**config.mk**
```make
export PLATFORM = sky130hd
export DESIGN_NAME = ski_ctrl
export DESIGN_NICKNAME = d
export VERILOG_FILES = /design/src/sv/ski_pkg.sv /design/src/sv/ski_ctrl.sv
export SDC_FILE = /design/constraint.sdc
export NUM_CORES = 1
export LEC_CHECK = 0
export ABC_AREA = 1
export BUFFER_PORTS_ARGS = -buffer_cell sky130_fd_sc_hd__buf_2
export CAP_MARGIN = 20
export CORE_MARGIN = 4
export CORE_UTILIZATION = 30
export CTS_CLUSTER_SIZE = 14
export DETAILED_ROUTE_END_ITERATION = 10
export PLACE_DENSITY_LB_ADDON = 0.1
export SETUP_SLACK_MARGIN = 0.02
export SYNTH_ARGS = -nofsm -noshare
export SYNTH_HDL_FRONTEND = slang
export SYNTH_SLANG_ARGS = --single-unit
```
**constraint.sdc**
```tcl
create_clock -name clk_i -period 1.2 [get_ports clk_i]
set_input_delay 0.18 -clock clk_i [delete_from_list [all_inputs] [get_ports clk_i]]
set_output_delay 0.18 -clock clk_i [all_outputs]
set_load 0.02 [all_outputs]
```
**src/sv/ski_pkg.sv**
```systemverilog
// ----------------------------------------------------------------------------
// ski_pkg
// shared constants and control types of the short key interner
// ----------------------------------------------------------------------------
`timescale 1ns / 1ps

package ski_pkg;

  // slot count, a power of two
  localparam int TABLE_SLOTS = 1024;
  localparam int IDX_W       = $clog2(TABLE_SLOTS);
  localparam int LEN_W       = 3;
  localparam int BYTES_W     = 32;
  localparam int KEY_W       = LEN_W + BYTES_W;
  localparam int ID_W        = 11;

  localparam logic [63:0] FIB_MULT = 64'h9E37_79B9_7F4A_7C15;
  localparam logic [31:0] FIB_LO   = FIB_MULT[31:0];
  localparam logic [31:0] FIB_HI   = FIB_MULT[63:32];
  localparam int          HASH_SHIFT = 50;
  localparam int          HASH_LSB   = HASH_SHIFT - 32;

  localparam logic [IDX_W-1:0] SLOT_LAST = IDX_W'(TABLE_SLOTS - 1);

  typedef struct packed {
    logic clear_en;
    logic load_in;
    logic calc_slot;
    logic read_en;
    logic step_slot;
    logic hit;
    logic insert;
    logic set_full;
    logic load_out;
  } ski_cmd_t;

  typedef struct packed {
    logic clear_last;
    logic len_ok;
    logic act;
    logic key_match;
    logic slot_empty;
    logic probe_last;
  } ski_status_t;

endpackage

```
**src/sv/ski_ctrl.sv**
```systemverilog
// ----------------------------------------------------------------------------
// ski_ctrl
// sequencer for clearing, hashing, probing and result hand-off
// ----------------------------------------------------------------------------
`timescale 1ns / 1ps

module ski_ctrl import ski_pkg::*; (
  input  logic        clk_i,
  input  logic        rst_ni,
  input  logic        in_valid_i,
  output logic        in_ready_o,
  output logic        out_valid_o,
  input  logic        out_ready_i,
  input  ski_status_t status_i,
  output ski_cmd_t    cmd_o
);

  typedef enum logic [5:0] {
    ST_CLEAR  = 6'b000001,
    ST_IDLE   = 6'b000010,
    ST_SUM    = 6'b000100,
    ST_READ   = 6'b001000,
    ST_CHECK  = 6'b010000,
    ST_FINISH = 6'b100000
  } ski_state_e;

  ski_state_e state_q, state_d;
  logic       out_valid_q, out_valid_d;

  always_comb begin
    state_d     = state_q;
    out_valid_d = out_valid_q;
    cmd_o       = '0;
    in_ready_o  = 1'b0;
    if (out_valid_q && out_ready_i) begin
      out_valid_d = 1'b0;
    end
    unique case (state_q)
      ST_CLEAR: begin
        cmd_o.clear_en = 1'b1;
        if (status_i.clear_last) begin
          state_d = ST_IDLE;
        end
      end
      ST_IDLE: begin
        in_ready_o = 1'b1;
        if (in_valid_i) begin
          cmd_o.load_in = 1'b1;
          state_d       = ST_SUM;
        end
      end
      ST_SUM: begin
        cmd_o.calc_slot = 1'b1;
        state_d         = status_i.len_ok ? ST_READ : ST_FINISH;
      end
      ST_READ: begin
        cmd_o.read_en = 1'b1;
        state_d       = ST_CHECK;
      end
      ST_CHECK: begin
        priority if (status_i.key_match) begin
          cmd_o.hit = 1'b1;
          state_d   = ST_FINISH;
        end else if (status_i.slot_empty) begin
          cmd_o.insert = status_i.act;
          state_d      = ST_FINISH;
        end else if (status_i.probe_last) begin
          cmd_o.set_full = status_i.act;
          state_d        = ST_FINISH;
        end else begin
          cmd_o.step_slot = 1'b1;
          state_d         = ST_READ;
        end
      end
      ST_FINISH: begin
        if (!out_valid_q || out_ready_i) begin
          cmd_o.load_out = 1'b1;
          out_valid_d    = 1'b1;
          state_d        = ST_IDLE;
        end
      end
      default: begin
        state_d = ST_CLEAR;
      end
    endcase
  end

  always_ff @(posedge clk_i or negedge rst_ni) begin
    if (!rst_ni) begin
      state_q     <= ST_CLEAR;
      out_valid_q <= 1'b0;
    end else begin
      state_q     <= state_d;
      out_valid_q <= out_valid_d;
    end
  end

  assign out_valid_o = out_valid_q;

endmodule

```
---- Word level (Yosys, flattened, before mapping) ----
Index checks and enable logic that the tools add are counted.
storage, ports and cells
  bits in latches ......................... 0
  input bits .............................. 10
  memories ................................ 0
  bits in read-only memories .............. 0
  word-level logic and storage cells ...... 43
  output and inout bits ................... 11
  bits in writable memories ............... 0
  flip-flop bits (word level) ............. 7
operators by class
  equality and inequality tests ........... 9
  add/sub/neg operators ................... 0
  $mul .................................... 0
  muxes and demuxes ....................... 28
  bitwise operators ....................... 0
  div/mod/pow operators ................... 0
  order comparisons ....................... 0
  shifts and indexed selects .............. 0
  reduce and logical (&&, ||, !) cells .... 4
operators with widths
  cell                                                 number
  two-way mux 6 bit                                    7
  one-hot mux 6 bit (6 select lines)                   1
  two-way mux 1 bit                                    18
  equality test 6 x 1 -> 1 bit, second input constant  1
  equality test 6 x 2 -> 1 bit, second input constant  1
  equality test 6 x 3 -> 1 bit, second input constant  1
  equality test 6 x 4 -> 1 bit, second input constant  1
  equality test 6 x 5 -> 1 bit, second input constant  1
  equality test 6 bit, second input constant           1
  inequality test 2 bit, second input constant         3
  two-way mux 4 bit                                    1
  AND reduction 3 bit                                  1
  two-way mux 2 bit                                    1
  logical AND 1 bit                                    1
  logical NOT 1 bit                                    1
  logical OR 1 bit                                     1

---- Logic depth before layout (Yosys ltp) ----
  word-level depth ........................ 4
  mapped depth ............................ 7
  depth with buffers taken out ............ 7

---- Worst setup path before layout ----
No wires, ideal clock.
  path kind ............................... register -> output
  start ................................... register state_q[1]
  end ..................................... output port cmd_o[1] in the netlist's numbering
  slack ................................... -0.168 ns
  path buffers ............................ 0
  arrival time ............................ 1.188 ns
  cell stages (with the launch flop) ...... 4
  path through ............................ dfrtp_1 -> nor2_2 -> nand3_1 -> nor3_1
RTL lines
  element                 RTL line        RTL
  from (decl)             ski_ctrl.sv:27  ski_state_e state_q, state_d;
  from (signal assigned)  ski_ctrl.sv:93  state_q <= state_d;
  to (decl)               ski_ctrl.sv:15  output ski_cmd_t cmd_o

==> flow_summary.ini <==
[status]
status = finished, violations left
failed_checks = negative setup slack

[logic_synthesis]
yosysUniqueCellTypes = 12
yosysSeqAreaShare = 0.402
synth_nets = 78
synth-seq-cells = 7
synth_cells = 68
yosys_warnings = 0
synth_area_sq_um = 439
synth_area_per_cell_sq_um = 6.46

[grt]
antenna_found_initial = 0
grt_max_degree = 8
grt_pass1_wl_um = 1970
grt_overflow = 0
track_usage = 0.140
first_global_vias = 467

[cts]
path_clk_slew_ns = 0.06
htreeDepth = 1
cts_tree = yes
clock_tree.buffer_depth = 2
cts-root-buf = clkbuf_4
cts_buffers = 3
clock_sinks = 7
clk_latency_ns = 0.25

[cells_and_area]
postLayoutCellArea_sq_um = 825
utilization = 0.618
final_cell_mix = 13 x inv_1, 12 x buf_2, 11 x buf_4
mostFrequentLayoutCell = inv_1
nets = 114
n_antenna_cell = 0
area_growth_pct = 87.7
drive_above_1_share = 0.563

[run]
cap_viol_max_count = 0

[power_and_ir_drop]
combPwrFrac = 0.537
power_frac_seq = 0.282
p_per_area_nw_per_um2 = 1490
p_switching_w = 0.000504
p_leak_nw = 0.456
power_frac_clock = 0.181
p_int_w = 0.000726
ir_worst_vdd_mv = 0.863
p_sw_frac = 0.410

[floorplan]
die_h_um = 46.3
die_w_um = 46.3
pin_count = 21
initial_utilization = 0.329
fp.dieArea_sq_um = 2140
rows = 13
core_area_sq_um = 1330

[worst_setup_path]
worst_setup_path_end_kind = output pin
required_ns = 1.02
crit_fanout = 4
path_class = reg -> out
cp.arrival_ns = 1.30
cp-start-kind = flop

[drt]
drtIter0Drc = 4
via_count = 529
wl_per_cell_um = 11.0
vias_per_cell = 4.48
drc = 0
drt-total-wl_um = 1300
firstDrtPassIters = 2
ant_nets = 0

[min_path]
min_path_type = in -> reg

[sta]
setup_viol = 13
worst_slack_ns = -0.284
slew_headroom = 0.769
worst_pin_slew_ns = 0.344
rsz0062_at_grt = yes
holdWs_ns = 0.112
drv_slew = 0
finalHoldViolCount = 0
post-route-min-period_ns = 1.48
clock_skew_ns = 0.00120
max_freq_mhz = 674
fin_crit_sh = 1.24

[placed_design]
pre_cts_ws_ns = -0.0926
place.gp.congestion = 0.726
io_buffers = 20
place_area_sq_um = 598
place_hpwl_um = 853
-- final timing paths --
path / slack (ns) / from / end / cells past startpoint
max in group asynchronous: 0.67 / rst_ni / state_q[0]$_DFFE_PN1P_ / 2
worst max-delay path: -0.28 / state_q[3]$_DFFE_PN0P_ / cmd_o[0] / 5
worst max register to register: -0.16 / state_q[0]$_DFFE_PN1P_ / state_q[5]$_DFFE_PN0P_ / 7
min in group asynchronous: 0.29 / rst_ni / out_valid_o$_DFF_PN0_ / 2
worst min-delay path: 0.11 / out_ready_i / out_valid_o$_DFF_PN0_ / 2
worst min register to register: 0.53 / out_valid_o$_DFF_PN0_ / out_valid_o$_DFF_PN0_ / 2
-- kinds of logic after synthesis --
logic type | Yosys count | share of synthesized area
compound gates | 3 | 0.0399
simple gates | 42 | 0.422
buf+inv | 16 | 0.137
flops | 7 | 0.402
-- sequential cells by signal, indices dropped and copies added (netlist names) --
signal,count
state_q,6
out_valid_o,1
-- through the flow --
stage	TNS [ns]	cells	total power [W]
after floorplan	-0.0593	68	0.000633
after global placement	-0.257	107	0.000777
after detailed placement	-0.358	107	0.000776
after CTS	-2.55	116	0.00116
after global routing	-3.63	118	0.00132
final	-2.70	118	0.00123
-- metal layers --
metal  track usage  routed length [um]  vias to the layer above
li1              -                   -                      276
met1         0.179                 572                      230
met2         0.190                 612                       21
met3        0.0352                  92                        2
met4         0.119                  19                        0
met5             0                   0                        -
-- power by group through the flow --
stage	sequential [W]	clock, W	combinational, W
5_1_grt	0.000352	0.000249	0.000720
3_3_place_gp	0.000331	0	0.000445
2_1_floorplan	0.000329	0	0.000303
3_5_place_dp	0.000332	0	0.000444
6_report	0.000346	0.000222	0.000661
4_1_cts	0.000342	0.000228	0.000592
-- repair_timing --
item	4_1_cts	5_1_grt
gates resized for setup	19	23
pin swaps	2	6
endpoints found under the setup margin	10	14
hold buffers	1	0
hold endpoints to repair	7	0
buffers inserted	4	2
-- cell usage after synthesis --
| master | instances | area [sq um] |
|---|---|---|
| and2_4 | 1 | 8.76 |
| dfrtp_1 | 6 | 150 |
| dfstp_2 | 1 | 26.3 |
| inv_1 | 16 | 60.1 |
| nand2_1 | 9 | 33.8 |
| nand2_2 | 1 | 6.26 |
| nand3_1 | 9 | 45.0 |
| nor2_1 | 18 | 67.6 |
| nor2_2 | 3 | 18.8 |
| nor3_1 | 1 | 5.00 |
| o211ai_1 | 1 | 7.51 |
| o21ai_0 | 2 | 10.0 |
-- area by class of cell --
| class | count | area (sq um) |
|---|---|---|
| Clock buffer | 4 | 26.3 |
| Fill cell | 127 | 509 |
| Inverter | 16 | 60.1 |
| Multi-Input combinational cell | 45 | 310 |
| Sequential cell | 7 | 178 |
| Tap cell | 15 | 18.8 |
| Timing Repair Buffer | 31 | 231 |
-- critical path: stages, from the launching register on --
cell and delay [ns]:
dfrtp_1 0.42, nor2_4 0.19, and2_4 0.19, nand2_4 0.06
nor2_4 0.08, buf_6 0.11
No activity file was read; power rests on OpenSTA's default activity.
